### src/rtl/poisson_stencil_row_generator_core_defines.svh
// Assertion macros shared by the row generator RTL.
// Included by the modules that check their own logic; needs no other file.
`ifndef POISSON_STENCIL_ROW_GENERATOR_CORE_DEFINES_SVH
`define POISSON_STENCIL_ROW_GENERATOR_CORE_DEFINES_SVH

`ifndef SYNTH

// The condition holds at every clock edge outside reset.
`define PSRG_ASSERT_ALW(lbl, clk, rst_n, cond) \
  lbl: assert property (@(posedge clk) disable iff (!rst_n) (cond)) \
    else $error("psrg: assertion failed");

// The consequent holds in the same cycle as the antecedent.
`define PSRG_ASSERT_IMP(lbl, clk, rst_n, ante, cons) \
  lbl: assert property (@(posedge clk) disable iff (!rst_n) (ante) |-> (cons)) \
    else $error("psrg: assertion failed");

// The consequent holds in the cycle after the antecedent.
`define PSRG_ASSERT_NXT(lbl, clk, rst_n, ante, cons) \
  lbl: assert property (@(posedge clk) disable iff (!rst_n) (ante) |=> (cons)) \
    else $error("psrg: assertion failed");

`else

`define PSRG_ASSERT_ALW(lbl, clk, rst_n, cond)
`define PSRG_ASSERT_IMP(lbl, clk, rst_n, ante, cons)
`define PSRG_ASSERT_NXT(lbl, clk, rst_n, ante, cons)

`endif

`endif

### src/rtl/psrg_pkg.sv
// Shared constants, codes and structures of the stencil row generator.
// Used by every module of the block; depends on nothing else.
package psrg_pkg;

  localparam int MAX_CELLS = 256;

  localparam int ROW_W   = 24;
  localparam int SIZE_W  = 9;
  localparam int COEF_W  = 32;
  localparam int OUT_W   = 36;
  localparam int DATA_W  = 32;
  localparam int CFG_IDX_W = 3;

  // Coordinate, grid size, plane and volume widths follow from the largest grid.
  localparam int CRD_W  = $clog2(MAX_CELLS);
  localparam int NRM_W  = CRD_W + 1;
  localparam int PLN_W  = 2 * CRD_W + 1;
  localparam int TOT_W  = 3 * CRD_W + 1;
  localparam int DIV_W  = (ROW_W > PLN_W + CRD_W - 1) ? ROW_W : PLN_W + CRD_W - 1;
  localparam int NDIV   = 2 * CRD_W;
  localparam int TERM_W = COEF_W + 1;

  localparam int FIFO_DEPTH = 4;
  localparam int FIFO_AW    = $clog2(FIFO_DEPTH);

  localparam int NPOS = 7;
  localparam int NAX  = 3;
  localparam int AX_X = 0;
  localparam int AX_Y = 1;
  localparam int AX_Z = 2;

  localparam logic [OUT_W-1:0]  ONE_Q16  = OUT_W'(65536);
  localparam logic [SIZE_W-1:0] RST_SIZE = SIZE_W'(8);
  localparam logic [COEF_W-1:0] RST_COEF = COEF_W'(65536);

  typedef enum logic [CFG_IDX_W-1:0] {
    REG_BOUNDARY_MODE = 3'd0,
    REG_SIZE_X        = 3'd1,
    REG_SIZE_Y        = 3'd2,
    REG_SIZE_Z        = 3'd3,
    REG_COEF_X        = 3'd4,
    REG_COEF_Y        = 3'd5,
    REG_COEF_Z        = 3'd6
  } cfg_reg_t;

  // Entry positions of a row, in emission order.
  typedef enum logic [2:0] {
    POS_ZM   = 3'd0,
    POS_YM   = 3'd1,
    POS_XM   = 3'd2,
    POS_DIAG = 3'd3,
    POS_ZP   = 3'd4,
    POS_YP   = 3'd5,
    POS_XP   = 3'd6
  } pos_t;

  localparam logic [NPOS-1:0] MASK_DIAG = NPOS'(1) << POS_DIAG;
  localparam logic [NPOS-1:0] MASK_ALL  = {NPOS{1'b1}};

  // Grid geometry and coefficients derived from the configuration registers.
  typedef struct packed {
    logic              periodic;
    logic [NRM_W-1:0]  nx;
    logic [NRM_W-1:0]  ny;
    logic [NRM_W-1:0]  nz;
    logic [PLN_W-1:0]  plane;
    logic [TOT_W-1:0]  total;
    logic [ROW_W-1:0]  off_zw;
    logic [ROW_W-1:0]  off_yw;
    logic [ROW_W-1:0]  off_xw;
    logic [COEF_W-1:0] cx;
    logic [COEF_W-1:0] cy;
    logic [COEF_W-1:0] cz;
    logic [OUT_W-1:0]  diag_per;
  } geom_t;

  // One stage of the coordinate division pipeline.
  typedef struct packed {
    logic             valid;
    logic [ROW_W-1:0] row;
    logic [DIV_W-1:0] rem;
    logic [CRD_W-1:0] qz;
    logic [CRD_W-1:0] qy;
  } div_t;

  // A classified row before its diagonal is summed.
  typedef struct packed {
    logic              valid;
    logic              err;
    logic              pinned;
    logic [ROW_W-1:0]  row;
    logic [NPOS-1:0]   mask;
    logic [NAX-1:0]    lo;
    logic [NAX-1:0]    hi;
    logic [TERM_W-1:0] tx;
    logic [TERM_W-1:0] ty;
    logic [TERM_W-1:0] tz;
  } cls_t;

  // A row ready for emission, as held in the queue.
  typedef struct packed {
    logic [ROW_W-1:0] row;
    logic [NPOS-1:0]  mask;
    logic [NAX-1:0]   lo;
    logic [NAX-1:0]   hi;
    logic [OUT_W-1:0] diag;
    logic             err;
  } qent_t;

  typedef struct packed {
    logic empty;
    logic full;
  } fifo_stat_t;

endpackage

### src/rtl/poisson_stencil_row_generator_core.sv
// Top level of the seven-point Poisson matrix row generator: configuration
// registers, derived grid geometry, and the front end, queue and emitter.
// Depends on psrg_pkg, psrg_front, psrg_fifo and psrg_back.
//
//   Channel  Direction  Handshake           Payload
//   in       input      in_valid/in_stall   in_row_index
//   out      output     out_valid/out_stall out_column_index, out_coefficient,
//                                           out_row_error, out_last_entry
//   cfg      input      cfg_we              cfg_index, cfg_data
//
// Each input transaction produces one to seven output transactions, one per
// cycle while the output is not stalled; the emitter takes up the next row
// only after the last entry of the current one (seven entries for an interior
// row, fewer at a wall unless periodic, one for a pinned or out-of-range row).
// The front end takes a row every cycle unless the queue is full and a row
// waits to enter it. A row's first entry appears after the row passes the 16
// coordinate divider stages, classification, the queue and the output register.
// Reset is synchronous and active low; it restores the default configuration
// and empties the pipeline, the queue and the output register.
// A stall on the output holds the output register; the four-entry queue then
// fills and the front end stalls its input only when the queue is full.

module poisson_stencil_row_generator_core (
  input  logic                                  clk,
  input  logic                                  rst_n,
  input  logic                                  in_valid,
  output logic                                  in_stall,
  input  logic [psrg_pkg::ROW_W-1:0]            in_row_index,
  output logic                                  out_valid,
  input  logic                                  out_stall,
  output logic [psrg_pkg::ROW_W-1:0]            out_column_index,
  output logic signed [psrg_pkg::OUT_W-1:0]     out_coefficient,
  output logic                                  out_row_error,
  output logic                                  out_last_entry,
  input  logic                                  cfg_we,
  input  logic [psrg_pkg::CFG_IDX_W-1:0]        cfg_index,
  input  logic [psrg_pkg::DATA_W-1:0]           cfg_data
);

  // Configuration registers.
  logic                         mode_r;
  logic [psrg_pkg::SIZE_W-1:0]  size_x_r;
  logic [psrg_pkg::SIZE_W-1:0]  size_y_r;
  logic [psrg_pkg::SIZE_W-1:0]  size_z_r;
  logic [psrg_pkg::COEF_W-1:0]  coef_x_r;
  logic [psrg_pkg::COEF_W-1:0]  coef_y_r;
  logic [psrg_pkg::COEF_W-1:0]  coef_z_r;

  // Derived geometry, recomputed every cycle from the registers above.
  logic [psrg_pkg::NRM_W-1:0]   nx;
  logic [psrg_pkg::NRM_W-1:0]   ny;
  logic [psrg_pkg::NRM_W-1:0]   nz;
  logic [psrg_pkg::PLN_W-1:0]   plane_r;
  logic [psrg_pkg::TOT_W-1:0]   total_r;
  logic [psrg_pkg::ROW_W-1:0]   off_zw_r;
  logic [psrg_pkg::ROW_W-1:0]   off_yw_r;
  logic [psrg_pkg::ROW_W-1:0]   off_xw_r;
  logic [psrg_pkg::COEF_W+1:0]  csum_r;
  logic [psrg_pkg::OUT_W-1:0]   diag_per_r;
  psrg_pkg::geom_t              geom;

  psrg_pkg::qent_t              push_data;
  psrg_pkg::qent_t              head;
  psrg_pkg::fifo_stat_t         q_stat;
  logic                         push;
  logic                         pop;

  // A size below three acts as three and one above the grid limit as the limit.
  function automatic logic [psrg_pkg::NRM_W-1:0] eff_size(
    input logic [psrg_pkg::SIZE_W-1:0] s
  );
    logic [psrg_pkg::NRM_W-1:0] r;
    if (int'(s) < 3) begin
      r = psrg_pkg::NRM_W'(3);
    end else if (int'(s) > psrg_pkg::MAX_CELLS) begin
      r = psrg_pkg::NRM_W'(psrg_pkg::MAX_CELLS);
    end else begin
      r = psrg_pkg::NRM_W'(s);
    end
    return r;
  endfunction

  always_ff @(posedge clk) begin
    if (!rst_n) begin
      mode_r   <= 1'b0;
      size_x_r <= psrg_pkg::RST_SIZE;
      size_y_r <= psrg_pkg::RST_SIZE;
      size_z_r <= psrg_pkg::RST_SIZE;
      coef_x_r <= psrg_pkg::RST_COEF;
      coef_y_r <= psrg_pkg::RST_COEF;
      coef_z_r <= psrg_pkg::RST_COEF;
    end else if (cfg_we) begin
      case (cfg_index)
        psrg_pkg::REG_BOUNDARY_MODE: mode_r   <= cfg_data[0];
        psrg_pkg::REG_SIZE_X:        size_x_r <= cfg_data[psrg_pkg::SIZE_W-1:0];
        psrg_pkg::REG_SIZE_Y:        size_y_r <= cfg_data[psrg_pkg::SIZE_W-1:0];
        psrg_pkg::REG_SIZE_Z:        size_z_r <= cfg_data[psrg_pkg::SIZE_W-1:0];
        psrg_pkg::REG_COEF_X:        coef_x_r <= cfg_data[psrg_pkg::COEF_W-1:0];
        psrg_pkg::REG_COEF_Y:        coef_y_r <= cfg_data[psrg_pkg::COEF_W-1:0];
        psrg_pkg::REG_COEF_Z:        coef_z_r <= cfg_data[psrg_pkg::COEF_W-1:0];
        default: begin
        end
      endcase
    end
  end

  // In periodic mode the ghost layer on each side is not part of the grid.
  always_comb begin
    nx = eff_size(size_x_r);
    ny = eff_size(size_y_r);
    nz = eff_size(size_z_r);
    if (mode_r) begin
      nx = nx - psrg_pkg::NRM_W'(2);
      ny = ny - psrg_pkg::NRM_W'(2);
      nz = nz - psrg_pkg::NRM_W'(2);
    end
  end

  // After a register write the derived values settle through plane_r, total_r
  // and off_zw_r in turn; plane_r is needed in the cycle after a row is taken,
  // the rest much later. The two products are kept one register apart.
  always_ff @(posedge clk) begin
    plane_r    <= psrg_pkg::PLN_W'(psrg_pkg::PLN_W'(nx) * psrg_pkg::PLN_W'(ny));
    total_r    <= psrg_pkg::TOT_W'(psrg_pkg::TOT_W'(plane_r) * psrg_pkg::TOT_W'(nz));
    off_zw_r   <= psrg_pkg::ROW_W'(total_r - psrg_pkg::TOT_W'(plane_r));
    off_yw_r   <= psrg_pkg::ROW_W'(plane_r - psrg_pkg::PLN_W'(nx));
    off_xw_r   <= psrg_pkg::ROW_W'(nx - psrg_pkg::NRM_W'(1));
    csum_r     <= (psrg_pkg::COEF_W + 2)'(coef_x_r) + (psrg_pkg::COEF_W + 2)'(coef_y_r) +
                  (psrg_pkg::COEF_W + 2)'(coef_z_r);
    diag_per_r <= psrg_pkg::OUT_W'(0) - (psrg_pkg::OUT_W'(csum_r) << 1);
  end

  always_comb begin
    geom.periodic = mode_r;
    geom.nx       = nx;
    geom.ny       = ny;
    geom.nz       = nz;
    geom.plane    = plane_r;
    geom.total    = total_r;
    geom.off_zw   = off_zw_r;
    geom.off_yw   = off_yw_r;
    geom.off_xw   = off_xw_r;
    geom.cx       = coef_x_r;
    geom.cy       = coef_y_r;
    geom.cz       = coef_z_r;
    geom.diag_per = diag_per_r;
  end

  psrg_front u_front (
    .clk         (clk),
    .rst_n       (rst_n),
    .in_valid_i  (in_valid),
    .in_row_i    (in_row_index),
    .in_stall_o  (in_stall),
    .geom_i      (geom),
    .full_i      (q_stat.full),
    .push_o      (push),
    .push_data_o (push_data)
  );

  psrg_fifo u_fifo (
    .clk         (clk),
    .rst_n       (rst_n),
    .push_i      (push),
    .push_data_i (push_data),
    .pop_i       (pop),
    .head_o      (head),
    .stat_o      (q_stat)
  );

  psrg_back u_back (
    .clk                (clk),
    .rst_n              (rst_n),
    .geom_i             (geom),
    .head_i             (head),
    .stat_i             (q_stat),
    .pop_o              (pop),
    .out_valid_o        (out_valid),
    .out_stall_i        (out_stall),
    .out_column_index_o (out_column_index),
    .out_coefficient_o  (out_coefficient),
    .out_row_error_o    (out_row_error),
    .out_last_entry_o   (out_last_entry)
  );

endmodule

### src/rtl/psrg_front.sv
// Front end: accepts row indices, splits them into cell coordinates in a
// pipelined restoring divider, classifies the row. Depends on psrg_pkg.
`include "poisson_stencil_row_generator_core_defines.svh"

module psrg_front (
  input  logic                    clk,
  input  logic                    rst_n,
  input  logic                    in_valid_i,
  input  logic [psrg_pkg::ROW_W-1:0] in_row_i,
  output logic                    in_stall_o,
  input  psrg_pkg::geom_t         geom_i,
  input  logic                    full_i,
  output logic                    push_o,
  output psrg_pkg::qent_t         push_data_o
);

  psrg_pkg::div_t div_r   [0:psrg_pkg::NDIV];
  psrg_pkg::div_t div_nxt [0:psrg_pkg::NDIV];
  psrg_pkg::cls_t cls_r;
  psrg_pkg::cls_t cls_nxt;
  logic           adv;

  // The whole pipeline moves as one; it holds only when the classified row
  // at its end cannot enter the queue.
  assign adv        = !cls_r.valid || !full_i;
  assign in_stall_o = !adv;
  assign push_o     = cls_r.valid && !full_i;

  // One quotient bit per stage: z over the plane size, then y over nx.
  always_comb begin
    logic [psrg_pkg::DIV_W-1:0] dvs;
    logic                       ge;
    div_nxt[0].valid = in_valid_i;
    div_nxt[0].row   = in_row_i;
    div_nxt[0].rem   = psrg_pkg::DIV_W'(in_row_i);
    div_nxt[0].qz    = '0;
    div_nxt[0].qy    = '0;
    for (int k = 1; k <= psrg_pkg::NDIV; k++) begin
      div_nxt[k] = div_r[k-1];
      if (k <= psrg_pkg::CRD_W) begin
        dvs = psrg_pkg::DIV_W'(geom_i.plane) << (psrg_pkg::CRD_W - k);
      end else begin
        dvs = psrg_pkg::DIV_W'(geom_i.nx) << (psrg_pkg::NDIV - k);
      end
      ge = div_r[k-1].rem >= dvs;
      if (ge) begin
        div_nxt[k].rem = div_r[k-1].rem - dvs;
      end
      if (k <= psrg_pkg::CRD_W) begin
        div_nxt[k].qz = {div_r[k-1].qz[psrg_pkg::CRD_W-2:0], ge};
      end else begin
        div_nxt[k].qy = {div_r[k-1].qy[psrg_pkg::CRD_W-2:0], ge};
      end
    end
  end

  // Classification: range check, walls, pinned row, present entries, diagonal terms.
  always_comb begin
    psrg_pkg::div_t              s;
    logic [psrg_pkg::CRD_W-1:0]  cx;
    logic [psrg_pkg::CRD_W-1:0]  cy;
    logic [psrg_pkg::CRD_W-1:0]  cz;
    logic [psrg_pkg::NAX-1:0]    lo;
    logic [psrg_pkg::NAX-1:0]    hi;
    logic                        pin;
    logic                        err;
    logic [psrg_pkg::NPOS-1:0]   m;
    s   = div_r[psrg_pkg::NDIV];
    cx  = s.rem[psrg_pkg::CRD_W-1:0];
    cy  = s.qy;
    cz  = s.qz;
    err = psrg_pkg::TOT_W'(s.row) >= geom_i.total;
    lo[psrg_pkg::AX_X] = cx == '0;
    lo[psrg_pkg::AX_Y] = cy == '0;
    lo[psrg_pkg::AX_Z] = cz == '0;
    hi[psrg_pkg::AX_X] = psrg_pkg::NRM_W'(cx) == geom_i.nx - psrg_pkg::NRM_W'(1);
    hi[psrg_pkg::AX_Y] = psrg_pkg::NRM_W'(cy) == geom_i.ny - psrg_pkg::NRM_W'(1);
    hi[psrg_pkg::AX_Z] = psrg_pkg::NRM_W'(cz) == geom_i.nz - psrg_pkg::NRM_W'(1);
    if (geom_i.periodic) begin
      pin = (psrg_pkg::NRM_W'(cx) == (geom_i.nx >> 1)) &&
            (psrg_pkg::NRM_W'(cy) == (geom_i.ny >> 1)) &&
            (psrg_pkg::NRM_W'(cz) == (geom_i.nz >> 1));
      m   = psrg_pkg::MASK_ALL;
    end else begin
      pin = (cx == psrg_pkg::CRD_W'(1)) && (cy == psrg_pkg::CRD_W'(1)) &&
            (cz == psrg_pkg::CRD_W'(1));
      m[psrg_pkg::POS_ZM]   = !lo[psrg_pkg::AX_Z];
      m[psrg_pkg::POS_YM]   = !lo[psrg_pkg::AX_Y];
      m[psrg_pkg::POS_XM]   = !lo[psrg_pkg::AX_X];
      m[psrg_pkg::POS_DIAG] = 1'b1;
      m[psrg_pkg::POS_ZP]   = !hi[psrg_pkg::AX_Z];
      m[psrg_pkg::POS_YP]   = !hi[psrg_pkg::AX_Y];
      m[psrg_pkg::POS_XP]   = !hi[psrg_pkg::AX_X];
    end
    cls_nxt.valid  = s.valid;
    cls_nxt.err    = err;
    cls_nxt.pinned = pin;
    cls_nxt.row    = err ? '0 : s.row;
    cls_nxt.mask   = (err || pin) ? psrg_pkg::MASK_DIAG : m;
    cls_nxt.lo     = lo;
    cls_nxt.hi     = hi;
    // A wall cell loses one neighbor along that axis, so its share is c, not 2c.
    cls_nxt.tx = (lo[psrg_pkg::AX_X] || hi[psrg_pkg::AX_X]) ?
                 psrg_pkg::TERM_W'(geom_i.cx) : {geom_i.cx, 1'b0};
    cls_nxt.ty = (lo[psrg_pkg::AX_Y] || hi[psrg_pkg::AX_Y]) ?
                 psrg_pkg::TERM_W'(geom_i.cy) : {geom_i.cy, 1'b0};
    cls_nxt.tz = (lo[psrg_pkg::AX_Z] || hi[psrg_pkg::AX_Z]) ?
                 psrg_pkg::TERM_W'(geom_i.cz) : {geom_i.cz, 1'b0};
  end

  // Diagonal value and the queue entry.
  always_comb begin
    logic [psrg_pkg::OUT_W-1:0] dzf;
    dzf = psrg_pkg::OUT_W'(0) - (psrg_pkg::OUT_W'(cls_r.tx) +
          psrg_pkg::OUT_W'(cls_r.ty) + psrg_pkg::OUT_W'(cls_r.tz));
    push_data_o.row  = cls_r.row;
    push_data_o.mask = cls_r.mask;
    push_data_o.lo   = cls_r.lo;
    push_data_o.hi   = cls_r.hi;
    push_data_o.err  = cls_r.err;
    if (cls_r.err) begin
      push_data_o.diag = '0;
    end else if (cls_r.pinned) begin
      push_data_o.diag = psrg_pkg::ONE_Q16;
    end else if (geom_i.periodic) begin
      push_data_o.diag = geom_i.diag_per;
    end else begin
      push_data_o.diag = dzf;
    end
  end

  always_ff @(posedge clk) begin
    if (!rst_n) begin
      for (int k = 0; k <= psrg_pkg::NDIV; k++) begin
        div_r[k].valid <= 1'b0;
      end
      cls_r.valid <= 1'b0;
    end else if (adv) begin
      for (int k = 0; k <= psrg_pkg::NDIV; k++) begin
        div_r[k] <= div_nxt[k];
      end
      cls_r <= cls_nxt;
    end
  end

  `PSRG_ASSERT_NXT(a_front_holds, clk, rst_n, cls_r.valid && full_i, cls_r.valid)

endmodule

### src/rtl/psrg_fifo.sv
// Short queue of classified rows between the front end and the emitter.
// Depends on psrg_pkg.
`include "poisson_stencil_row_generator_core_defines.svh"

module psrg_fifo (
  input  logic                 clk,
  input  logic                 rst_n,
  input  logic                 push_i,
  input  psrg_pkg::qent_t      push_data_i,
  input  logic                 pop_i,
  output psrg_pkg::qent_t      head_o,
  output psrg_pkg::fifo_stat_t stat_o
);

  psrg_pkg::qent_t                mem_r [psrg_pkg::FIFO_DEPTH];
  logic [psrg_pkg::FIFO_AW-1:0]   wr_ptr_r;
  logic [psrg_pkg::FIFO_AW-1:0]   wr_ptr_nxt;
  logic [psrg_pkg::FIFO_AW-1:0]   rd_ptr_r;
  logic [psrg_pkg::FIFO_AW-1:0]   rd_ptr_nxt;
  logic [psrg_pkg::FIFO_AW:0]     count_r;
  logic [psrg_pkg::FIFO_AW:0]     count_nxt;

  assign head_o       = mem_r[rd_ptr_r];
  assign stat_o.empty = count_r == '0;
  assign stat_o.full  = count_r == (psrg_pkg::FIFO_AW + 1)'(psrg_pkg::FIFO_DEPTH);

  always_comb begin
    wr_ptr_nxt = push_i ? wr_ptr_r + 1'b1 : wr_ptr_r;
    rd_ptr_nxt = pop_i ? rd_ptr_r + 1'b1 : rd_ptr_r;
    count_nxt  = count_r;
    if (push_i && !pop_i) begin
      count_nxt = count_r + 1'b1;
    end else if (pop_i && !push_i) begin
      count_nxt = count_r - 1'b1;
    end
  end

  always_ff @(posedge clk) begin
    if (!rst_n) begin
      wr_ptr_r <= '0;
      rd_ptr_r <= '0;
      count_r  <= '0;
    end else begin
      wr_ptr_r <= wr_ptr_nxt;
      rd_ptr_r <= rd_ptr_nxt;
      count_r  <= count_nxt;
    end
  end

  always_ff @(posedge clk) begin
    if (push_i) begin
      mem_r[wr_ptr_r] <= push_data_i;
    end
  end

  `PSRG_ASSERT_ALW(a_no_overflow, clk, rst_n, !(push_i && stat_o.full))
  `PSRG_ASSERT_ALW(a_no_underflow, clk, rst_n, !(pop_i && stat_o.empty))

endmodule

### src/rtl/psrg_back.sv
// Back end: walks the present entries of the queue head, one per unstalled cycle,
// forms column and coefficient, and drives the output register. Depends on psrg_pkg.
`include "poisson_stencil_row_generator_core_defines.svh"

module psrg_back (
  input  logic                        clk,
  input  logic                        rst_n,
  input  psrg_pkg::geom_t             geom_i,
  input  psrg_pkg::qent_t             head_i,
  input  psrg_pkg::fifo_stat_t        stat_i,
  output logic                        pop_o,
  output logic                        out_valid_o,
  input  logic                        out_stall_i,
  output logic [psrg_pkg::ROW_W-1:0]  out_column_index_o,
  output logic signed [psrg_pkg::OUT_W-1:0] out_coefficient_o,
  output logic                        out_row_error_o,
  output logic                        out_last_entry_o
);

  logic                        busy_r;
  logic                        busy_nxt;
  logic [psrg_pkg::NPOS-1:0]   rem_r;
  logic [psrg_pkg::NPOS-1:0]   rem_nxt;
  logic                        out_valid_r;
  logic                        out_valid_nxt;
  logic [psrg_pkg::ROW_W-1:0]  out_col_r;
  logic [psrg_pkg::OUT_W-1:0]  out_coef_r;
  logic                        out_err_r;
  logic                        out_last_r;

  logic [psrg_pkg::NPOS-1:0]   cur;
  logic [psrg_pkg::NPOS-1:0]   oh;
  psrg_pkg::pos_t              pos;
  logic                        last;
  logic                        out_free;
  logic                        emit;
  logic                        add;
  logic [psrg_pkg::ROW_W-1:0]  mag;
  logic [psrg_pkg::ROW_W-1:0]  col;
  logic [psrg_pkg::OUT_W-1:0]  coef;

  assign out_free = !out_valid_r || !out_stall_i;
  assign emit     = !stat_i.empty && out_free;
  assign cur      = busy_r ? rem_r : head_i.mask;

  // Lowest remaining entry goes next.
  always_comb begin
    pos = psrg_pkg::POS_DIAG;
    for (int i = psrg_pkg::NPOS - 1; i >= 0; i--) begin
      if (cur[i]) begin
        pos = psrg_pkg::pos_t'(3'(i));
      end
    end
  end

  assign oh   = psrg_pkg::NPOS'(1) << pos;
  assign last = (cur & ~oh) == '0;

  // Neighbor column: one offset added to or taken from the row; a wrapped
  // neighbor on a periodic axis uses the span of the rest of that axis.
  always_comb begin
    add  = 1'b1;
    mag  = '0;
    coef = head_i.diag;
    case (pos)
      psrg_pkg::POS_ZM: begin
        add  = head_i.lo[psrg_pkg::AX_Z];
        mag  = add ? geom_i.off_zw : psrg_pkg::ROW_W'(geom_i.plane);
        coef = psrg_pkg::OUT_W'(geom_i.cz);
      end
      psrg_pkg::POS_YM: begin
        add  = head_i.lo[psrg_pkg::AX_Y];
        mag  = add ? geom_i.off_yw : psrg_pkg::ROW_W'(geom_i.nx);
        coef = psrg_pkg::OUT_W'(geom_i.cy);
      end
      psrg_pkg::POS_XM: begin
        add  = head_i.lo[psrg_pkg::AX_X];
        mag  = add ? geom_i.off_xw : psrg_pkg::ROW_W'(1);
        coef = psrg_pkg::OUT_W'(geom_i.cx);
      end
      psrg_pkg::POS_ZP: begin
        add  = !head_i.hi[psrg_pkg::AX_Z];
        mag  = add ? psrg_pkg::ROW_W'(geom_i.plane) : geom_i.off_zw;
        coef = psrg_pkg::OUT_W'(geom_i.cz);
      end
      psrg_pkg::POS_YP: begin
        add  = !head_i.hi[psrg_pkg::AX_Y];
        mag  = add ? psrg_pkg::ROW_W'(geom_i.nx) : geom_i.off_yw;
        coef = psrg_pkg::OUT_W'(geom_i.cy);
      end
      psrg_pkg::POS_XP: begin
        add  = !head_i.hi[psrg_pkg::AX_X];
        mag  = add ? psrg_pkg::ROW_W'(1) : geom_i.off_xw;
        coef = psrg_pkg::OUT_W'(geom_i.cx);
      end
      default: begin
        add  = 1'b1;
        mag  = '0;
        coef = head_i.diag;
      end
    endcase
    col = add ? head_i.row + mag : head_i.row - mag;
  end

  always_comb begin
    busy_nxt      = busy_r;
    rem_nxt       = rem_r;
    out_valid_nxt = out_free ? 1'b0 : out_valid_r;
    if (emit) begin
      busy_nxt      = !last;
      rem_nxt       = cur & ~oh;
      out_valid_nxt = 1'b1;
    end
  end

  assign pop_o = emit && last;

  always_ff @(posedge clk) begin
    if (!rst_n) begin
      busy_r      <= 1'b0;
      rem_r       <= '0;
      out_valid_r <= 1'b0;
    end else begin
      busy_r      <= busy_nxt;
      rem_r       <= rem_nxt;
      out_valid_r <= out_valid_nxt;
    end
  end

  always_ff @(posedge clk) begin
    if (emit) begin
      out_col_r  <= col;
      out_coef_r <= coef;
      out_err_r  <= head_i.err;
      out_last_r <= last;
    end
  end

  assign out_valid_o        = out_valid_r;
  assign out_column_index_o = out_col_r;
  assign out_coefficient_o  = out_coef_r;
  assign out_row_error_o    = out_err_r;
  assign out_last_entry_o   = out_last_r;

  `PSRG_ASSERT_NXT(a_last_frees, clk, rst_n, emit && last, !busy_r)
  `PSRG_ASSERT_IMP(a_entry_present, clk, rst_n, emit, $onehot(oh) && ((cur & oh) != '0))

endmodule
### config.mk
export PLATFORM = sky130hd
export DESIGN_NAME = poisson_stencil_row_generator_core
export DESIGN_NICKNAME = d
export VERILOG_FILES = /design/src/rtl/psrg_pkg.sv /design/src/rtl/poisson_stencil_row_generator_core.sv /design/src/rtl/psrg_front.sv /design/src/rtl/psrg_fifo.sv /design/src/rtl/psrg_back.sv
export VERILOG_INCLUDE_DIRS = /design/src /design/src/rtl
export SDC_FILE = /design/constraint.sdc
export NUM_CORES = 2
export LEC_CHECK = 0
export BUFFER_PORTS_ARGS = -buffer_cell sky130_fd_sc_hd__buf_2
export CAP_MARGIN = 0
export CORE_MARGIN = 3
export CORE_UTILIZATION = 55
export DETAILED_ROUTE_END_ITERATION = 16
export PLACE_DENSITY = 0.75
export SETUP_SLACK_MARGIN = 0.02
export SLEW_MARGIN = 20
export SYNTH_ARGS = -nofsm -noshare
export SYNTH_HDL_FRONTEND = slang
export SYNTH_SLANG_ARGS = --single-unit
### constraint.sdc
create_clock -name clk -period 42.3 [get_ports clk]
set_input_delay 6.345 -clock clk [delete_from_list [all_inputs] [get_ports clk]]
set_output_delay 6.345 -clock clk [all_outputs]
set_load 0.02 [all_outputs]
# Word level (Yosys, flattened, before mapping)
# Memories as Yosys holds them, arrays and structs flattened. A register that Yosys moved wholly into a read port is not among the register bits.
# Cells that the tools add are included.
[totals]
ff_bits = 505
ram_bits = 1401
in_bits = 64
out_inout_bits = 64
wordCells = 278
n_memories = 2
[memory_table]
columns = ["name", "words", "word_bits", "rd", "rd_ports_with_merged_regs", "wr", "line", "text"]
rows = [
  ["u_front.div_r", 17, 65, 17, 0, 17, "psrg_front.sv:17", "psrg_pkg::div_t div_r [0:psrg_pkg::NDIV];"],
  ["u_fifo.mem_r", 4, 74, 1, 1, 1, "psrg_fifo.sv:15", "psrg_pkg::qent_t mem_r [psrg_pkg::FIFO_DEPTH];"],
]
[classes]
n_addsub = 37
mul = 2
n_lt_le_gt_ge = 23
n_eq_ne = 21
shifts = 1
muxes = 80
bitwise_logic = 19
n_reduce_logical = 53
[ops]
columns = ["operator", "count"]
rows = [
  ["24-bit 2-to-1 mux", 23],
  ["24-bit case mux with 6 select lines", 1],
  ["36-bit 2-to-1 mux", 3],
  ["36-bit case mux with 3 select lines", 1],
  ["32-bit 2-to-1 mux", 3],
  ["9-bit 2-to-1 mux", 9],
  ["24-bit by 17-bit subtractor with 24-bit output", 2],
  ["24-bit subtractor", 2],
  ["36-bit by 33-bit adder with 36-bit output", 1],
  ["1-bit by 35-bit subtractor with 36-bit output (first input constant)", 1],
  ["1-bit by 36-bit subtractor with 36-bit output (first input constant)", 1],
  ["33-bit by 32-bit adder with 34-bit output", 1],
  ["33-bit by 33-bit adder with 34-bit output", 1],
  ["32-bit by 32-bit adder with 33-bit output", 1],
  ["8-bit by 9-bit == test with 1-bit output", 3],
  ["9-bit > comparator (second input constant)", 3],
  ["9-bit by 2-bit less-than comparator with 1-bit output (second input constant)", 3],
  ["3-bit 2-to-1 mux", 9],
  ["9-bit by 1-bit subtractor with 9-bit output (second input constant)", 3],
  ["9-bit by 2-bit subtractor with 9-bit output (second input constant)", 3],
  ["1-bit 2-to-1 mux", 26],
  ["24-bit by 25-bit greater-or-equal comparator with 1-bit output", 1],
  ["17-bit by 9-bit multiplier with 25-bit output", 1],
  ["24-bit adder", 1],
  ["57 further kinds", 133],
]

# Depth between registers and ports, before layout
[logic_depth]
depth_word = 16
ltp_mapped = 30
ltp_nobuf = 28

# Hierarchy
# A second synthesis with hierarchy kept.
[unflattened]
cells_unflattened = 8350
area_unflattened_um2 = 95038.6
[modules_own_cells]
columns = ["mod", "n_inst", "cells_each", "area_per_inst_um2", "seq_area_each_um2"]
rows = [
  ["psrg_front", 1, 5048, 57830.5, 31189.9],
  ["poisson_stencil_row_generator_core", 1, 2195, 19592.5, 5745.5],
  ["psrg_fifo", 1, 429, 11125.7, 9068.7],
  ["psrg_back", 1, 678, 6490.0, 2042.0],
]

# Worst setup path after synthesis
# OpenSTA, ideal clock, no wires.
[synth_path]
path_kind = "input to register"
startpoint = "input port rst_n"
endpoint = "memory u_front.div_r[0][553] (netlist name), data pin"
setup_ns = 0.325
t_arrival_ns = 36.903
t_required_ns = 41.975
path_slack_ns = 5.072
path_stages = 8
n_path_buf = 5
cell_sequence = "clkbuf_1 > nand2b_1 > clkbuf_1 > inv_1 > clkbuf_1 > clkbuf_1 > clkbuf_1 > and2_1"
[synth_lines]
columns = ["element", "line", "text"]
rows = [
  ["start, declared", "poisson_stencil_row_generator_core.sv:25", "input logic rst_n,"],
  ["end, declared", "psrg_front.sv:17", ""],
]

==> impl_metrics.toml <==
[clock_network]
clock-root-buffer = "clkbuf_16"
clk_path_buf_depth = 3
clk_pin_slew_worst_paths_ns = 0.06
cts.sinks = 1698
postCtsSetupRepairBufs = 0
cts_hold_buf = 0
clock_latency_ns = 0.84
cts_tree = "done"
h-tree-depth = 4
cts_buffers = 177
ctsResizeCount = 0

[power]
swShare = 0.279
pwr-share-clk = 0.351
p_comb_frac = 0.192
pwr-share-seq = 0.457
netSwitchingPower_mw = 1.24
p_int_mw = 3.20
powerDensity_nw_per_um2 = 43.4
vdd_drop_max_uv = 43.2
power.leakage_nw = 40.2

[sta]
fin_skew_ns = 0.0463
drv_slew = 0
hold_viol = 0
hold_ws_ns = 0.419
setup_ws_ns = 31.38
finalSetupViolCount = 0
timing.final.crit_share = 0.258
fin_crit_ns = 10.92
slew_headroom = 0.168
worstMarginPinSlew_ns = 1.25
rsz0062_at_grt = "no"
fin_setup_tns_ns = 0
fmaxAchievable_mhz = 91.6

[synth]
syn_avg_cell_area_sq_um = 11.3
synth_edf_count = 1392
synth-main-ff-cell = "edfxtp_1"
yosysWarnings = 0
syn-cell-area_sq_um = 93600
yosysSeqAreaShare = 0.512
syn_inst = 8301
synthArstFlopShare = 0
synth_fp_nets = 9079
ys_types = 102
ys_ff_latch = 1698

[finish]
post_route_cells_drive_above_1_share = 0.0909
num-nets-final = 9163
finish.utilization = 0.609
syn2layout_area_growth_pct = 9.42

[place]
gp_congestion = 0.919
hpwl_mm = 148
place.port_buffers = 127
dp_slack_ns = 30.21

[worst_setup_path]
crit_required_ns = 42.74
critPathLaunchType = "input pin"
critical_path.max_fanout = 130
crit_type = "in -> reg"
arrival_ns = 11.36
end_kind = "register"

[global_routing]
grt_pass1_vias = 61500
grt_pass1_wl_mm = 337
antenna_found_initial = 10
grt_max_degree = 265
gr-total-overflow = 0
grtUsageTotal = 0.244

[drt]
wire_per_inst_um = 19.9
first_pass_iters = 6
drt_iter0_markers = 5085
finalWirelength_mm = 213
ant_nets = 0
num_vias = 62200
drc_errors = 0
viasPerCell = 5.79

[floorplan]
start_util = 0.556
dieWidth_um = 418
core_sq_um = 168000
rows = 150
io_pins = 128
dieArea_sq_um = 175000
fp.dieH_um = 418

[hold_path]
hold_class = "reg -> reg"

[flow_run]
drv_cap = 0

[run_status]
outcome = "finished clean"
## path summary, 6_finish.rpt
path | startpoint | endpoint | slack, ns | cells past startpoint
worst max-delay path | rst_n | u_front.div_r[0][1027] | 31.38 | 8
worst min-delay path | csum_r[0] | diag_per_r[1] | 0.42 | 0
worst max register to register | register | u_back.out_column_index_o[22] | 33.97 | 22
worst min register to register | csum_r[0] | diag_per_r[1] | 0.42 | 0
## through the flow
stage | power [mW] | instances | area [sq um]
CTS | 4.47 | 10700 | 102000
floorplan | 2.74 | 8301 | 93600
finish | 4.44 | 10700 | 102000
global route | 4.65 | 10700 | 102000
global placement | 2.87 | 10400 | 96500
detailed placement | 2.90 | 10400 | 96500
## flip-flops by register name, summed over array words and instances, names as in the netlist, 25 cells and up, named ones only
name	count
u_front.push_data_o	37
total_r	25
coef_y_r	32
coef_z_r	32
coef_x_r	32
u_fifo.mem_r	292
u_front.div_r	901
csum_r	34
diag_per_r	35
u_back.out_coefficient_o	36
u_front.cls_r	101
## cell usage after synthesis, drive strengths merged, types with 16 or more instances
library cell	count	area [sq um]
a211oi	69	523
a21boi	175	1320
a21o	140	1050
a21oi	371	1860
a221oi	16	178
a31oi	77	482
and2	675	4220
and3	33	206
buf	53	300
clkbuf	255	957
dfxtp	306	6130
edfxtp	1392	41800
fa	209	4180
ha	505	6320
inv	491	1840
mux2	128	1450
mux2i	135	1350
mux4	67	1510
nand2	699	2620
nand2b	71	444
nand3	101	510
nand3b	16	120
nand4	59	375
nand4b	16	140
nor2	776	2910
nor2b	128	801
nor3	142	738
nor4	62	430
o21a	44	330
o21ai	211	1060
o21bai	33	248
o22ai	16	100
o31ai	19	143
or2	30	188
or3	62	393
or4	19	143
xnor2	322	2820
xor2	168	1470
## cell type report
cell class,count,area (sq um)
fillers,13200,65800
flip-flops and latches,1698,47900
multi-input cells,5802,42700
clock buffers,217,4680
well taps,2204,2760
inverters,493,1860
repair buffers,213,1330
clock inverters,111,1130
diodes,3,7.51
## metal layers
| metal | track usage | vias up | wire, um | part of all wire |
|---|---|---|---|---|
| li1 | - | 29600 | - | - |
| met1 | 0.323 | 30200 | 90300 | 0.42 |
| met2 | 0.404 | 1920 | 102000 | 0.48 |
| met3 | 0.0401 | 454 | 13800 | 0.065 |
| met4 | 0.0924 | 2 | 7660 | 0.036 |
| met5 | 0 | - | 13 | 0.000061 |
## placed cells by master, fill, tap and decap left out, types with 140 or more instances in the layout
cell type  netlist  final
edfxtp_1      1392   1392
inv_1          485    484
ha_1           505    505
clkbuf_16        0    180
a21o_1         140    140
nor2_1         776    773
xnor2_1        322    321
xor2_1         168    168
a21oi_1        371    369
a21boi_0       173    173
nand2_1        699    699
dfxtp_1        306    303
o21ai_0        206    204
and2_1         675    670
fa_1           209    209
## cell families after synthesis
group | count (synthesis) | share of synthesized area
AOI/OAI and AO/OA | 1334 | 0.0938
xor gates and xnor gates | 490 | 0.0459
adders and majority gates | 714 | 0.112
buffers and inverters | 801 | 0.0332
DFF | 1698 | 0.512
muxes | 330 | 0.0460
and+or+nand+nor | 2934 | 0.157
## worst max-delay path: stages
cell      delay, ns
buf_4          0.49
nand2b_4       0.24
inv_8          0.32
buf_16         0.44
buf_4          0.77
buf_4          0.85
buf_6          0.69
buf_4          0.89
## power by group through the flow
stage,registers (mW),clock network [mW],logic (mW)
floorplan,2.09,0,0.652
global placement,2.06,0,0.814
detailed placement,2.06,0,0.839
CTS,2.03,1.59,0.848
global route,2.04,1.66,0.952
finish,2.03,1.56,0.853
No activity file was read; power rests on OpenSTA's default activity.
